$ cat src/rtl/qep_pkg.sv
// Shared types, constants and the phase transition table of the quadrature decoder.
`default_nettype none
package qep_pkg;

  localparam int COUNT_BITS_DEF = 32;
  localparam int POS_W = 31;
  localparam int TIME_W = 32;
  localparam int PPT_W = 11;
  localparam int MOD_W = 10;
  localparam int DEG_W = 9;
  localparam int ANGLE_W = 40;
  localparam int DIV_W = 31;
  localparam int ITER_W = $clog2(DIV_W + 1);
  localparam int APB_ADDR_W = 3;
  localparam int APB_DATA_W = 32;

  localparam logic [PPT_W-1:0] PPT_RESET = PPT_W'(24);
  localparam logic [PPT_W-1:0] PPT_MIN = PPT_W'(1);
  localparam logic [PPT_W-1:0] PPT_MAX = PPT_W'(1024);
  localparam logic [DEG_W-1:0] DEG_FULL = DEG_W'(360);

  // Register index, taken from the word address bit of the APB address.
  localparam logic REG_PPT = 1'b0;

  localparam logic [1:0] PHASE_LOW = 2'b00;
  localparam logic [1:0] PHASE_HIGH = 2'b11;

  // Half-step change indexed by {last phases, new phases}.
  localparam logic signed [1:0] STEP_TABLE [16] = '{
    2'sd0, -2'sd1, 2'sd1, 2'sd0,
    2'sd1, 2'sd0, 2'sd0, -2'sd1,
    -2'sd1, 2'sd0, 2'sd0, 2'sd1,
    2'sd0, 2'sd1, -2'sd1, 2'sd0
  };

  typedef enum logic [2:0] {
    ST_IDLE,
    ST_STEP_GO,
    ST_STEP_WAIT,
    ST_POS_GO,
    ST_POS_WAIT,
    ST_FIX,
    ST_OUT
  } state_e;

  typedef struct packed {
    logic              start;
    logic [DIV_W-1:0]  dividend;
    logic [ITER_W-1:0] iters;
    logic [PPT_W-1:0]  divisor;
  } div_req_t;

  typedef struct packed {
    logic             busy;
    logic             done;
    logic [DIV_W-1:0] quotient;
    logic [PPT_W-1:0] remainder;
  } div_rsp_t;

  typedef struct packed {
    logic              detent_event;
    logic [POS_W-1:0]  detent;
    logic [TIME_W-1:0] interval;
  } trk_t;

endpackage
`default_nettype wire

$ cat src/rtl/qep_if.sv
// Valid/ready channel interfaces for encoder requests and position results.
`default_nettype none
interface qep_in_if;
  logic                                valid;
  logic                                ready;
  logic                                req_type;
  logic                                pin_a;
  logic                                pin_b;
  logic signed [qep_pkg::POS_W-1:0]    new_position;
  logic        [qep_pkg::TIME_W-1:0]   time_now;

  modport source (
    output valid, req_type, pin_a, pin_b, new_position, time_now,
    input  ready
  );
  modport sink (
    input  valid, req_type, pin_a, pin_b, new_position, time_now,
    output ready
  );
endinterface

interface qep_out_if;
  logic                                valid;
  logic                                ready;
  logic                                detent_event;
  logic signed [qep_pkg::POS_W-1:0]    detent_position;
  logic        [qep_pkg::MOD_W-1:0]    modulo_position;
  logic signed [qep_pkg::ANGLE_W-1:0]  angle_degrees;
  logic        [qep_pkg::DEG_W-1:0]    modulo_angle_degrees;
  logic        [qep_pkg::TIME_W-1:0]   detent_interval;

  modport source (
    output valid, detent_event, detent_position, modulo_position, angle_degrees,
           modulo_angle_degrees, detent_interval,
    input  ready
  );
  modport sink (
    input  valid, detent_event, detent_position, modulo_position, angle_degrees,
           modulo_angle_degrees, detent_interval,
    output ready
  );
endinterface
`default_nettype wire

$ cat src/rtl/qep_tracker.sv
// Phase transition decoding, half-step counter, detent position and time stamps.
`default_nettype none
module qep_tracker #(
  parameter int COUNT_BITS = qep_pkg::COUNT_BITS_DEF
) (
  input  wire logic                               clk_i,
  input  wire logic                               rst_ni,
  input  wire logic                               accept_i,
  input  wire logic                               req_type_i,
  input  wire logic                               pin_a_i,
  input  wire logic                               pin_b_i,
  input  wire logic signed [qep_pkg::POS_W-1:0]   new_position_i,
  input  wire logic        [qep_pkg::TIME_W-1:0]  time_now_i,
  output qep_pkg::trk_t                           trk_o
);

  logic [COUNT_BITS-1:0]          count_q, count_d;
  logic [1:0]                     last_q, last_d;
  logic [qep_pkg::POS_W-1:0]      detent_q, detent_d;
  logic [qep_pkg::TIME_W-1:0]     time_q, time_d;
  logic [qep_pkg::TIME_W-1:0]     prior_q, prior_d;
  logic                           event_q, event_d;

  logic [1:0]                     phase;
  logic signed [1:0]              step;
  logic [COUNT_BITS-1:0]          count_step;
  logic signed [COUNT_BITS-2:0]   half_step;
  logic signed [COUNT_BITS-1:0]   np_ext;

  assign phase      = {pin_b_i, pin_a_i};
  assign step       = qep_pkg::STEP_TABLE[{last_q, phase}];
  assign count_step = count_q + COUNT_BITS'(step);
  assign half_step  = count_step[COUNT_BITS-1:1];
  assign np_ext     = COUNT_BITS'(new_position_i);

  always_comb begin
    count_d  = count_q;
    last_d   = last_q;
    detent_d = detent_q;
    time_d   = time_q;
    prior_d  = prior_q;
    event_d  = event_q;
    if (accept_i) begin
      event_d = 1'b0;
      if (req_type_i) begin
        // The half-step bit survives a position load.
        count_d  = {np_ext[COUNT_BITS-2:0], count_q[0]};
        detent_d = new_position_i;
      end else if (phase != last_q) begin
        count_d = count_step;
        last_d  = phase;
        if (phase == qep_pkg::PHASE_LOW || phase == qep_pkg::PHASE_HIGH) begin
          detent_d = qep_pkg::POS_W'(half_step);
          prior_d  = time_q;
          time_d   = time_now_i;
          event_d  = 1'b1;
        end
      end
    end
  end

  always_ff @(posedge clk_i or negedge rst_ni) begin
    if (!rst_ni) begin
      count_q  <= '0;
      last_q   <= qep_pkg::PHASE_HIGH;
      detent_q <= '0;
      time_q   <= '0;
      prior_q  <= '0;
      event_q  <= 1'b0;
    end else begin
      count_q  <= count_d;
      last_q   <= last_d;
      detent_q <= detent_d;
      time_q   <= time_d;
      prior_q  <= prior_d;
      event_q  <= event_d;
    end
  end

  assign trk_o.detent_event = event_q;
  assign trk_o.detent       = detent_q;
  assign trk_o.interval     = time_q - prior_q;

endmodule
`default_nettype wire

$ cat src/rtl/qep_divider.sv
// Restoring divider, one quotient bit per cycle, shared by the angle step and the modulo.
`default_nettype none
module qep_divider (
  input  wire logic                clk_i,
  input  wire logic                rst_ni,
  input  wire qep_pkg::div_req_t   req_i,
  output qep_pkg::div_rsp_t        rsp_o
);

  logic                               busy_q, busy_d;
  logic                               done_q, done_d;
  logic [qep_pkg::ITER_W-1:0]         cnt_q, cnt_d;
  logic [qep_pkg::PPT_W-1:0]          rem_q, rem_d;
  logic [qep_pkg::DIV_W-1:0]          quo_q, quo_d;
  logic [qep_pkg::PPT_W-1:0]          div_q, div_d;

  logic [qep_pkg::PPT_W:0]            trial;
  logic [qep_pkg::PPT_W:0]            diff;
  logic                               fits;

  assign trial = {rem_q, quo_q[qep_pkg::DIV_W-1]};
  assign diff  = trial - {1'b0, div_q};
  assign fits  = trial >= {1'b0, div_q};

  always_comb begin
    busy_d = busy_q;
    done_d = 1'b0;
    cnt_d  = cnt_q;
    rem_d  = rem_q;
    quo_d  = quo_q;
    div_d  = div_q;
    if (req_i.start) begin
      // Short dividends arrive left-aligned so that fewer iterations suffice.
      busy_d = 1'b1;
      cnt_d  = req_i.iters;
      rem_d  = '0;
      quo_d  = req_i.dividend;
      div_d  = req_i.divisor;
    end else if (busy_q) begin
      rem_d = fits ? diff[qep_pkg::PPT_W-1:0] : trial[qep_pkg::PPT_W-1:0];
      quo_d = {quo_q[qep_pkg::DIV_W-2:0], fits};
      cnt_d = cnt_q - 1'b1;
      if (cnt_q == qep_pkg::ITER_W'(1)) begin
        busy_d = 1'b0;
        done_d = 1'b1;
      end
    end
  end

  always_ff @(posedge clk_i or negedge rst_ni) begin
    if (!rst_ni) begin
      busy_q <= 1'b0;
      done_q <= 1'b0;
    end else begin
      busy_q <= busy_d;
      done_q <= done_d;
    end
  end

  always_ff @(posedge clk_i) begin
    cnt_q <= cnt_d;
    rem_q <= rem_d;
    quo_q <= quo_d;
    div_q <= div_d;
  end

  assign rsp_o.busy      = busy_q;
  assign rsp_o.done      = done_q;
  assign rsp_o.quotient  = quo_q;
  assign rsp_o.remainder = rem_q;

endmodule
`default_nettype wire

$ cat src/rtl/quadrature_encoder_position.sv
// From an input transfer to a valid result, the shared bit-serial divider runs 9 iterations for the
// angle step and 31 for the modulo, around the sequencing steps (two divider starts, two captures,
// the sign fold and the output load). A new item is taken only once the previous one has been
// loaded into the output register; input ready is high only while the sequencer is idle.
// Reset: asynchronous, active low; counter and detent position clear, phases read as both high,
// positions per turn becomes 24.
`default_nettype none
module quadrature_encoder_position #(
  parameter int COUNT_BITS = qep_pkg::COUNT_BITS_DEF
) (
  input  wire logic                               clk_i,
  input  wire logic                               rst_ni,
  qep_in_if.sink                                  in_s,
  qep_out_if.source                               out_m,
  input  wire logic                               psel,
  input  wire logic                               penable,
  input  wire logic                               pwrite,
  input  wire logic [qep_pkg::APB_ADDR_W-1:0]     paddr,
  input  wire logic [qep_pkg::APB_DATA_W-1:0]     pwdata,
  output logic      [qep_pkg::APB_DATA_W-1:0]     prdata,
  output logic                                    pready
);

  qep_pkg::state_e                 state_q, state_d;
  qep_pkg::div_req_t               div_req;
  qep_pkg::div_rsp_t               div_rsp;
  qep_pkg::trk_t                   trk;

  logic [qep_pkg::PPT_W-1:0]       ppt_q;
  logic [qep_pkg::PPT_W-1:0]       n_eff;
  logic                            reg_sel;

  logic                            in_xfer;
  logic                            out_free;
  logic                            load_step, load_rem, load_mod, load_out;

  logic [qep_pkg::DEG_W-1:0]       step_q;
  logic [qep_pkg::PPT_W-1:0]       rem_q;
  logic [qep_pkg::MOD_W-1:0]       mod_q;
  logic                            neg;
  logic [qep_pkg::POS_W-1:0]       mag;
  logic [qep_pkg::PPT_W-1:0]       mod_fix;
  logic signed [qep_pkg::ANGLE_W-1:0] angle_full;
  logic [qep_pkg::DEG_W+qep_pkg::MOD_W-1:0] mod_angle_full;

  logic                            out_valid_q;

  // Configuration port.
  assign pready  = 1'b1;
  assign reg_sel = paddr[2] == qep_pkg::REG_PPT;
  assign prdata  = reg_sel ? qep_pkg::APB_DATA_W'(ppt_q) : '0;

  always_ff @(posedge clk_i or negedge rst_ni) begin
    if (!rst_ni) begin
      ppt_q <= qep_pkg::PPT_RESET;
    end else if (psel && penable && pwrite && reg_sel) begin
      ppt_q <= pwdata[qep_pkg::PPT_W-1:0];
    end
  end

  always_comb begin
    if (ppt_q == '0) begin
      n_eff = qep_pkg::PPT_MIN;
    end else if (ppt_q > qep_pkg::PPT_MAX) begin
      n_eff = qep_pkg::PPT_MAX;
    end else begin
      n_eff = ppt_q;
    end
  end

  assign in_s.ready = state_q == qep_pkg::ST_IDLE;
  assign in_xfer    = in_s.valid && in_s.ready;
  assign out_free   = !out_valid_q || out_m.ready;

  qep_tracker #(
    .COUNT_BITS(COUNT_BITS)
  ) u_tracker (
    .clk_i          (clk_i),
    .rst_ni         (rst_ni),
    .accept_i       (in_xfer),
    .req_type_i     (in_s.req_type),
    .pin_a_i        (in_s.pin_a),
    .pin_b_i        (in_s.pin_b),
    .new_position_i (in_s.new_position),
    .time_now_i     (in_s.time_now),
    .trk_o          (trk)
  );

  qep_divider u_divider (
    .clk_i  (clk_i),
    .rst_ni (rst_ni),
    .req_i  (div_req),
    .rsp_o  (div_rsp)
  );

  // The modulo works on the magnitude; a negative position folds back into 0..n-1.
  assign neg     = trk.detent[qep_pkg::POS_W-1];
  assign mag     = neg ? qep_pkg::POS_W'(-trk.detent) : trk.detent;
  assign mod_fix = (neg && rem_q != '0) ? n_eff - rem_q : rem_q;

  always_comb begin
    state_d          = state_q;
    div_req.start    = 1'b0;
    div_req.dividend = mag;
    div_req.iters    = qep_pkg::ITER_W'(qep_pkg::DIV_W);
    div_req.divisor  = n_eff;
    load_step        = 1'b0;
    load_rem         = 1'b0;
    load_mod         = 1'b0;
    load_out         = 1'b0;
    unique case (state_q)
      qep_pkg::ST_IDLE: begin
        if (in_xfer) begin
          state_d = qep_pkg::ST_STEP_GO;
        end
      end
      qep_pkg::ST_STEP_GO: begin
        div_req.start    = 1'b1;
        div_req.dividend = {qep_pkg::DEG_FULL, (qep_pkg::DIV_W - qep_pkg::DEG_W)'(0)};
        div_req.iters    = qep_pkg::ITER_W'(qep_pkg::DEG_W);
        state_d          = qep_pkg::ST_STEP_WAIT;
      end
      qep_pkg::ST_STEP_WAIT: begin
        if (div_rsp.done) begin
          load_step = 1'b1;
          state_d   = qep_pkg::ST_POS_GO;
        end
      end
      qep_pkg::ST_POS_GO: begin
        div_req.start = 1'b1;
        state_d       = qep_pkg::ST_POS_WAIT;
      end
      qep_pkg::ST_POS_WAIT: begin
        if (div_rsp.done) begin
          load_rem = 1'b1;
          state_d  = qep_pkg::ST_FIX;
        end
      end
      qep_pkg::ST_FIX: begin
        load_mod = 1'b1;
        state_d  = qep_pkg::ST_OUT;
      end
      qep_pkg::ST_OUT: begin
        if (out_free) begin
          load_out = 1'b1;
          state_d  = qep_pkg::ST_IDLE;
        end
      end
      default: begin
        state_d = qep_pkg::ST_IDLE;
      end
    endcase
  end

  always_ff @(posedge clk_i or negedge rst_ni) begin
    if (!rst_ni) begin
      state_q <= qep_pkg::ST_IDLE;
    end else begin
      state_q <= state_d;
    end
  end

  always_ff @(posedge clk_i) begin
    if (load_step) begin
      step_q <= div_rsp.quotient[qep_pkg::DEG_W-1:0];
    end
    if (load_rem) begin
      rem_q <= div_rsp.remainder;
    end
    if (load_mod) begin
      mod_q <= mod_fix[qep_pkg::MOD_W-1:0];
    end
  end

  assign angle_full     = $signed({1'b0, step_q}) * $signed(trk.detent);
  assign mod_angle_full = step_q * mod_q;

  // Output register: the result waits here while the next item may already be taken.
  always_ff @(posedge clk_i or negedge rst_ni) begin
    if (!rst_ni) begin
      out_valid_q <= 1'b0;
    end else if (load_out) begin
      out_valid_q <= 1'b1;
    end else if (out_m.ready) begin
      out_valid_q <= 1'b0;
    end
  end

  always_ff @(posedge clk_i) begin
    if (load_out) begin
      out_m.detent_event         <= trk.detent_event;
      out_m.detent_position      <= trk.detent;
      out_m.modulo_position      <= mod_q;
      out_m.angle_degrees        <= angle_full;
      out_m.modulo_angle_degrees <= mod_angle_full[qep_pkg::DEG_W-1:0];
      out_m.detent_interval      <= trk.interval;
    end
  end

  assign out_m.valid = out_valid_q;

`ifndef NO_ASSERTIONS
  a_idle_div_quiet: assert property (@(posedge clk_i) disable iff (!rst_ni)
    state_q == qep_pkg::ST_IDLE |-> !div_rsp.busy)
    else $error("divider busy while the sequencer is idle");

  a_xfer_leaves_idle: assert property (@(posedge clk_i) disable iff (!rst_ni)
    in_xfer |=> state_q == qep_pkg::ST_STEP_GO)
    else $error("input transfer did not start the sequence");

  a_mod_in_range: assert property (@(posedge clk_i) disable iff (!rst_ni)
    out_m.valid |-> {1'b0, out_m.modulo_position} < n_eff)
    else $error("modulo position not below positions per turn");

  a_mod_angle_range: assert property (@(posedge clk_i) disable iff (!rst_ni)
    out_m.valid |-> out_m.modulo_angle_degrees < qep_pkg::DEG_FULL)
    else $error("modulo angle reaches a full turn");
`endif

endmodule
`default_nettype wire
$ cat src/flat_wrapper.sv
// flat-port wrapper written by rule: the top's interface ports become plain ports
module quadrature_encoder_position_flat 
#(
  parameter int COUNT_BITS = qep_pkg::COUNT_BITS_DEF
)
  (clk_i, rst_ni, psel, penable, pwrite, paddr, pwdata, prdata, pready, in_s_valid, in_s_req_type, in_s_pin_a, in_s_pin_b, in_s_new_position, in_s_time_now, in_s_ready, out_m_valid, out_m_detent_event, out_m_detent_position, out_m_modulo_position, out_m_angle_degrees, out_m_modulo_angle_degrees, out_m_detent_interval, out_m_ready);
  qep_in_if in_s_i ();
  qep_out_if out_m_i ();
  input  wire logic clk_i;
  input  wire logic rst_ni;
  input  wire logic psel;
  input  wire logic penable;
  input  wire logic pwrite;
  input  wire logic [qep_pkg::APB_ADDR_W-1:0] paddr;
  input  wire logic [qep_pkg::APB_DATA_W-1:0] pwdata;
  output logic      [qep_pkg::APB_DATA_W-1:0] prdata;
  output logic pready;
  input wire logic [$bits(in_s_i.valid)-1:0] in_s_valid;
  input wire logic [$bits(in_s_i.req_type)-1:0] in_s_req_type;
  input wire logic [$bits(in_s_i.pin_a)-1:0] in_s_pin_a;
  input wire logic [$bits(in_s_i.pin_b)-1:0] in_s_pin_b;
  input wire logic [$bits(in_s_i.new_position)-1:0] in_s_new_position;
  input wire logic [$bits(in_s_i.time_now)-1:0] in_s_time_now;
  output wire logic [$bits(in_s_i.ready)-1:0] in_s_ready;
  output wire logic [$bits(out_m_i.valid)-1:0] out_m_valid;
  output wire logic [$bits(out_m_i.detent_event)-1:0] out_m_detent_event;
  output wire logic [$bits(out_m_i.detent_position)-1:0] out_m_detent_position;
  output wire logic [$bits(out_m_i.modulo_position)-1:0] out_m_modulo_position;
  output wire logic [$bits(out_m_i.angle_degrees)-1:0] out_m_angle_degrees;
  output wire logic [$bits(out_m_i.modulo_angle_degrees)-1:0] out_m_modulo_angle_degrees;
  output wire logic [$bits(out_m_i.detent_interval)-1:0] out_m_detent_interval;
  input wire logic [$bits(out_m_i.ready)-1:0] out_m_ready;
  assign in_s_i.valid = in_s_valid;
  assign in_s_i.req_type = in_s_req_type;
  assign in_s_i.pin_a = in_s_pin_a;
  assign in_s_i.pin_b = in_s_pin_b;
  assign in_s_i.new_position = in_s_new_position;
  assign in_s_i.time_now = in_s_time_now;
  assign in_s_ready = in_s_i.ready;
  assign out_m_valid = out_m_i.valid;
  assign out_m_detent_event = out_m_i.detent_event;
  assign out_m_detent_position = out_m_i.detent_position;
  assign out_m_modulo_position = out_m_i.modulo_position;
  assign out_m_angle_degrees = out_m_i.angle_degrees;
  assign out_m_modulo_angle_degrees = out_m_i.modulo_angle_degrees;
  assign out_m_detent_interval = out_m_i.detent_interval;
  assign out_m_i.ready = out_m_ready;
  quadrature_encoder_position #(.COUNT_BITS(COUNT_BITS)) u_core (.clk_i(clk_i), .rst_ni(rst_ni), .in_s(in_s_i), .out_m(out_m_i), .psel(psel), .penable(penable), .pwrite(pwrite), .paddr(paddr), .pwdata(pwdata), .prdata(prdata), .pready(pready));
endmodule
$ cat config.mk
export PLATFORM = sky130hd
export DESIGN_NAME = quadrature_encoder_position_flat
export DESIGN_NICKNAME = d
export VERILOG_FILES = /design/src/rtl/qep_pkg.sv /design/src/rtl/qep_if.sv /design/src/rtl/qep_tracker.sv /design/src/rtl/qep_divider.sv /design/src/rtl/quadrature_encoder_position.sv /design/src/flat_wrapper.sv
export SDC_FILE = /design/constraint.sdc
export NUM_CORES = 1
export LEC_CHECK = 0
export BUFFER_PORTS_ARGS = -buffer_cell sky130_fd_sc_hd__buf_2
export CORE_ASPECT_RATIO = 0.8
export CORE_MARGIN = 2
export CORE_UTILIZATION = 56
export CTS_CLUSTER_SIZE = 20
export DETAILED_ROUTE_END_ITERATION = 12
export HOLD_SLACK_MARGIN = 0.03
export PLACE_DENSITY_LB_ADDON = 0.12
export RECOVER_POWER = 25
export SYNTH_ARGS = -nofsm -noshare
export SYNTH_HDL_FRONTEND = slang
export SYNTH_SLANG_ARGS = --single-unit
$ cat constraint.sdc
create_clock -name clk_i -period 6.4 [get_ports clk_i]
set_clock_uncertainty 0.05 [all_clocks]
set_input_delay 0.96 -clock clk_i [delete_from_list [all_inputs] [get_ports clk_i]]
set_output_delay 0.96 -clock clk_i [all_outputs]
set_load 0.01 [all_outputs]
==> results of run 1 <==
[cell usage in the layout (no fill, tap or decap), types with 16 or more instances in the layout]
cell type	n
and2_1	151
o211ai_1	18
dfrtp_1	141
ha_1	190
a21o_1	37
inv_1	379
mux2i_1	17
o21a_1	19
o21ai_0	171
o22ai_1	45
nand2_1	455
buf_2	218
mux2_2	16
conb_1	22
nor2_1	87
xnor2_1	97
nor2b_1	39
a31oi_1	20
a21oi_1	147
buf_4	69
edfxtp_1	200
fa_1	246
nor3_1	24
clkbuf_1	26
nand3_1	22
nand2b_1	19
xor2_1	59
clkbuf_16	40
[sequential cells by signal (all words and copies together) (netlist names), 9 cells and up]
register                           count
u_core.ppt_q                          11
u_core.out_m.detent_interval          32
u_core.u_tracker.detent_q             31
u_core.step_q                          9
u_core.out_m.angle_degrees            40
u_core.u_tracker.count_q              32
u_core.out_m.modulo_angle_degrees      9
u_core.u_divider.quo_q                31
u_core.u_divider.div_q                11
u_core.u_tracker.prior_q              32
u_core.out_m.detent_position          31
u_core.mod_q                          10
u_core.u_divider.rem_q                11
u_core.out_m.modulo_position          10
u_core.rem_q                          11
u_core.u_tracker.time_q               32
[stage by stage]
step | utilization | setup TNS, ns | hold WS (ns)
global route | 0.630 | 0 | 0.390
CTS | 0.630 | 0 | 0.369
global placement | 0.605 | 0 | 0.356
finish | 0.630 | 0 | 0.365
detailed placement | 0.605 | -0.0296 | 0.355
floorplan | - | 0 | 0.350
[layer usage]
metal  GRT usage  share of wire  up-vias
met5           0        0.00018        -
met4      0.0816          0.020        2
met3      0.0487          0.082      116
met2       0.413           0.43      835
met1       0.423           0.47    10800
li1            -              -    10300
[worst max-delay path, delay by kind of cell (launching register included)]
family	cells	cell delay [ns]
compound gates	5	0.84
xor+xnor	1	0.14
fa+ha+maj	6	2.93
buf+inv	6	0.64
flops	1	0.46
simple gates	3	0.75
[worst paths after layout]
kind | startpoint | slack [ns] | endpoint
max in group asynchronous | rst_ni | 4.47 | u_core.u_tracker.time_q[1]
setup reg to reg | u_core.step_q[3] | 0.31 | u_core.out_m.angle_degrees[24]
hold reg to reg | u_core.mod_q[9] | 0.37 | u_core.out_m.modulo_position[9]
hold / removal | rst_ni | 0.36 | u_core.u_tracker.detent_q[30]
setup / recovery | u_core.step_q[3] | 0.31 | u_core.out_m.angle_degrees[24]
min in group clk_i | u_core.mod_q[9] | 0.37 | u_core.out_m.modulo_position[9]
[logic make-up after synthesis]
logic type	after synthesis	share of synthesized area
muxes	33	0.0122
adders and majority gates	436	0.255
AOI/OAI and AO/OA	567	0.121
and+or+nand+nor	880	0.144
buffers and inverters	537	0.0733
xor gates and xnor gates	156	0.0477
other	2	0.000262
DFF	358	0.346
[final cells by class]
class / instances / area (um2)
Sequential cell: 358 / 9910
Timing Repair Buffer: 314 / 1780
Inverter: 380 / 1430
Antenna cell: 3 / 7.51
Tap cell: 684 / 856
Multi-Input combinational cell: 2094 / 16700
Fill cell: 4227 / 18800
Clock inverter: 21 / 183
Clock buffer: 53 / 1100
[repair_timing]
item	CTS	global route
buffers inserted	0	0
gates resized for setup	1	11
gates cloned	0	0
endpoints found under the setup margin	4	11
[cells in the mapped netlist, types with 12 or more instances]
library cell	count	share of area
nand2_1	455	0.060
inv_1	379	0.050
fa_1	246	0.17
edfxtp_1	200	0.21
ha_1	190	0.083
o21ai_0	172	0.030
and2_1	151	0.033
a21oi_1	147	0.026
dfrtp_1	143	0.12
clkbuf_1	132	0.017
xnor2_1	97	0.030
nor2_1	89	0.012
xor2_1	59	0.018
o22ai_1	45	0.0098
nor2b_1	39	0.0085
a21o_1	37	0.0097
nor3_1	25	0.0044
buf_4	22	0.0058
nand3_1	22	0.0038
a31oi_1	20	0.0044
nand2b_1	19	0.0041
o21a_1	19	0.0050
o211ai_1	18	0.0047
mux2i_1	17	0.0059
mux2_2	16	0.0063
or3_1	15	0.0033
and3_1	14	0.0031
a211oi_1	13	0.0034
nand4_1	13	0.0028
a22oi_1	12	0.0031
o31ai_1	12	0.0031
==> run summary, run 1 <==
RSZ-0062 raised after global routing: no
CP max-delay cell: or4b_1
GPL Wtd Cong: 0.949
Main synth FF type: edfxtp_1
io pins: 266
detailed placement HPWL: 54500 um
DRT Wirelength: 73200 um
largest net degree at the start of global routing: 87
ys async rst share: 0.411
Clock Latency Late Sink: 0.59 ns
Tcrit/Tclk final: 0.952
Synth cell types: 75
CTS H-tree lvls: 2
Congestion Overflow GR: 0
Seq/Total Area, Yosys: 0.346
post-place setup slack: -0.0149 ns
cts bufs inserted: 40
Worst Reg-to-Reg Cells: 21
Chip Height: 206 um
CTS tree: built
initial antenna violation count: 4
worst hold-check path type: in2async
Core Box Area: 50800 um2
average wire per standard cell: 18.7 um
area grow syn2layout: 11.8%
die width: 257 um
Syn Inst Count: 2969
CP most frequent cell: fa_1
status: complete, but fails checks
# Max-Cap Violations: 1
crit path time final: 6.09 ns
Core Rows: 74
Num Clock Sinks: 358
Slew Viols, Final: 41
first-pass GRT wire length: 117000 um
Crit Path Category: reg2reg
Final WS setup: 0.309 ns
Post-DP Area: 30800 um2
CP required: 6.65 ns
violated checks: capacitance limit, slew limit
final cell count without fillers: 3907
Netlist Area Pre-Place: 28600 um2
Layout Nets: 3732
Avg Vias per Cell: 5.64
Synth Area per Inst: 9.65 um2
Worst EP arrival: 6.34 ns
PortBufs: 220
Yosys reg bits: 358
vias in the first global route: 21700
CP endpoint kind: flip-flop
FMAX: 164 MHz
synth warn: 0
DRC Markers: 0
design area: 32000 um2
Setup Viol. Count Final: 0
maximum fanout along the worst path: 7
DR iter-0 viols: 1792
Placed Cells incl. Taps: 3830
Slew HR: -0.197
Setup crit start kind: flip-flop
CP Cell Sequence: buf_4 -> nand2_1 -> fa_1 -> inv_1 -> fa_1 -> fa_1 -> fa_1 -> inv_1 -> fa_1 -> inv_1 -> ha_1 -> nand2_1 -> or4b_1 -> a2111oi_2 -> buf_4 -> buf_4 -> a21o_1 -> a211o_1 -> a21o_1 -> a21oi_1 -> xnor2_1
Post-CTS Hold Buffers: 0
DIE AREA: 53000 um2
Pre-antenna DRT Iters: 6
share of cells above drive strength 1: 0.126
crit-path max cell delay: 0.57 ns
Initial Util: 0.563
Post-synth EDFFs: 200
Tightest Pin Transition: 1.80 ns
ANT nets after route: 0
GRT Overall Usage: 0.280
clock-pin slew on the worst setup and hold paths: 0.06 ns
endpoints failing hold: 0
vias: 22000
Longest Clk Path Bufs: 3
CTS Root Cell: clkbuf_16
Power of run 1 is left out: the tool's default activity adds up to more than one toggle a clock period on the data nets, which glitch-free logic cannot reach.
==> run 2, diff against run 1 <==
--- a/config.mk
+++ b/config.mk
@@ -5,9 +5,10 @@
 export SDC_FILE = /design/constraint.sdc
 export NUM_CORES = 1
 export LEC_CHECK = 0
+export ABC_AREA = 1
 export BUFFER_PORTS_ARGS = -buffer_cell sky130_fd_sc_hd__buf_2
 export CORE_ASPECT_RATIO = 0.8
-export CORE_MARGIN = 2
+export CORE_MARGIN = 1.5
 export CORE_UTILIZATION = 56
 export CTS_CLUSTER_SIZE = 20
 export DETAILED_ROUTE_END_ITERATION = 12
==> run summary, run 2 <==
ys async rst share: 0.411 (unchanged)
Synth Area per Inst: 7.78 um2 (-19%)
crit path time final: 5.88 ns (-0.211 ns)
Slew Viols, Final: 131 (+220%)
Worst Reg-to-Reg Cells: 18 (-14%)
DRC Markers: 0 (unchanged)
post-synth top area share: 0.189 (-0.0204)
Tightest Pin Transition: 4.76 ns (+2.96 ns)
Commonest cells post-synth: 1102 x nand2_1, 868 x inv_1, 318 x nor2_1
Top reg by flops: u_core.out_m.angle_degrees
initial antenna violation count: 0 (-4)
Setup crit start kind: flip-flop
FILL cells: 5071 (+20%)
endpoints failing hold: 0 (unchanged)
Reg-to-Reg Start: u_core.step_q[5]
crit-path max cell delay: 0.94 ns (+0.37 ns)
Syn Inst Count: 4077 (+37%)
CP max-delay cell: edfxtp_1
DR iter-0 viols: 2568 (+43%)
# Max-Cap Violations: 2 (+1)
CP endpoint kind: flip-flop
Tcrit/Tclk final: 0.919 (-0.0330)
CTS H-tree lvls: 2 (unchanged)
GRT Overall Usage: 0.294 (+0.0144)
CP required: 6.70 ns (+0.05 ns)
first-pass GRT wire length: 134000 um (+15%)
Main synth FF type: edfxtp_1
hold endpoint: u_core.out_m.modulo_position[9]
share of cells above drive strength 1: 0.0890 (-0.0367)
Congestion Overflow GR: 0 (unchanged)
cts bufs inserted: 39 (-2.5%)
Seq/Total Area, Yosys: 0.312 (-0.0336)
clock-pin slew on the worst setup and hold paths: 0.07 ns (about the same)
most frequent cells in the layout: 1102 x nand2_1, 868 x inv_1, 318 x nor2_1
most common cell after layout, fill and taps aside: nand2_1
Crit Path Category: reg2reg
Slew HR: -2.17 (-1.97)
Placed Cells incl. Taps: 4968 (+30%)
detailed placement HPWL: 64800 um (+19%)
dominant cells by area after synthesis: edfxtp_1 19%, fa_1 16%, nand2_1 13%
maximum fanout along the worst path: 18 (+11)
hold_sp: u_core.mod_q[9]
PortBufs: 220 (unchanged)
Chip Height: 216 um (+4.7%)
area grow syn2layout: 9.59%
ANT nets after route: 0 (unchanged)
leading area contributor after synthesis: edfxtp_1
cell family with most CP delay: adder cells
Worst EP arrival: 6.18 ns (-0.16 ns)
CP Cell Sequence: buf_4 -> nand2_1 -> inv_1 -> fa_1 -> fa_1 -> fa_1 -> fa_1 -> inv_1 -> fa_1 -> inv_1 -> ha_1 -> nand2_1 -> nor2_1 -> nand2_1 -> nor3_1 -> nand4_1 -> nand4_1 -> nand2_1
DRT Wirelength: 83200 um (+14%)
FMAX: 170 MHz (+3.6%)
worst path bufs/invs: 4 (-2)
post-CTS setup buffers: 0 (unchanged)
Final TNS setup: 0 ns (unchanged)
DIE AREA: 58100 um2 (+9.6%)
Hold Crit Depth: 0
Synth cell types: 54 (-28%)
status: complete, but fails checks
Largest register FFs: 40 (unchanged)
violated checks: capacitance limit, slew limit
Resized cells post-CTS: 0 (-1)
GPL Wtd Cong: 0.967 (+1.9%)
Netlist Area Pre-Place: 31700 um2 (+11%)
Yosys reg bits: 358 (unchanged)
die width: 269 um (+4.8%)
count leader, synth: nand2_1
Longest Clk Path Bufs: 3 (unchanged)
ant diodes: 0 (-3)
Core Rows: 77 (+4.1%)
vias: 26300 (+19%)
largest net degree at the start of global routing: 99 (+14%)
Clock Latency Late Sink: 0.58 ns (about the same)
final cell count without fillers: 5040 (+29%)
R2R setup slack: 0.52 ns (+0.21 ns)
Layout Nets: 4803 (+29%)
Setup Viol. Count Final: 0 (unchanged)
Initial Util: 0.571 (+0.00718)
vias in the first global route: 25200 (+16%)
CTS Root Cell: clkbuf_16
RSZ-0062 raised after global routing: no
average wire per standard cell: 16.5 um (-12%)
Post-CTS Hold Buffers: 0 (unchanged)
r2r endpoint: u_core.out_m.angle_degrees[35]
Core Box Area: 55600 um2 (+9.4%)
Pre-antenna DRT Iters: 6 (unchanged)
CTS tree: built
CP most frequent cell: fa_1
Post-synth EDFFs: 200 (unchanged)
synth warn: 0 (unchanged)
worst hold-check path type: reg2reg
Num Clock Sinks: 358 (unchanged)
Avg Vias per Cell: 5.22 (-7.5%)
io pins: 266 (unchanged)
## run 2: cell count changes in the layout (fill, tap and decap cells not counted), moves of 30 or more
cell / previous run / this run
o22ai_1: 45 / 2
buf_4: 69 / 26
xnor2_1: 97 / 26
nor2b_1: 39 / 0
nand3_1: 22 / 162
and2_1: 151 / 3
inv_1: 379 / 868
o21ai_0: 171 / 137
nor2_1: 87 / 318
a21o_1: 37 / 7
nand2_1: 455 / 1102
## run 2: final cells by class
cell class                      count  area, um2  share of cell area
Clock buffer                       49       1100              0.0316
Clock inverter                     23        249             0.00716
Inverter                          869       3260              0.0938
Multi-Input combinational cell   2725      17900               0.514
Sequential cell                   358       9910               0.285
Tap cell                          750        938              0.0270
Timing Repair Buffer              266       1420              0.0410
## run 2: worst max-delay path by stage
stage / from / to / slack, ns / cells after the start
5_1_grt: u_core.step_q[5] / u_core.out_m.angle_degrees[35] / 0.26 / 18
2_1_floorplan: u_core.u_tracker.detent_q[30] / u_core.out_m.angle_degrees[38] / 1.20 / 19
3_3_place_gp: u_core.step_q[5] / u_core.out_m.angle_degrees[39] / 0.65 / 20
6_report: u_core.step_q[5] / u_core.out_m.angle_degrees[35] / 0.52 / 18
3_5_place_dp: u_core.step_q[5] / u_core.out_m.angle_degrees[35] / 0.67 / 18
4_1_cts: u_core.step_q[5] / u_core.out_m.angle_degrees[35] / 0.65 / 18
## run 2: cell families after synthesis
family | synth area share
other | 0.000237
AO/OA/AOI/OAI | 0.0815
AND/OR/NAND/NOR | 0.222
flip-flops | 0.312
adder cells (fa/ha/maj) | 0.230
buffers and inverters | 0.126
XOR/XNOR | 0.0271
multiplexers | 0.000355
## run 2: per-layer routing
layer	up-vias	global-route usage	share of wire
li1	12900	-	-
met1	12400	0.452	0.47
met2	958	0.443	0.43
met3	86	0.0420	0.082
met4	0	0.0577	0.017
met5	-	0	0
## run 2: per-stage QoR
stage | utilization | hold slack, ns | worst slack (ns) | instance area [um2]
after global placement | 0.602 | 0.377 | 0.651 | 33500
after global routing | 0.625 | 0.401 | 0.258 | 34800
final | 0.625 | 0.373 | 0.520 | 34800
after detailed placement | 0.602 | 0.356 | 0.672 | 33500
after CTS | 0.627 | 0.380 | 0.648 | 34800
after floorplan | - | 0.350 | 1.20 | 31800
Power of run 2 is left out for the same reason.
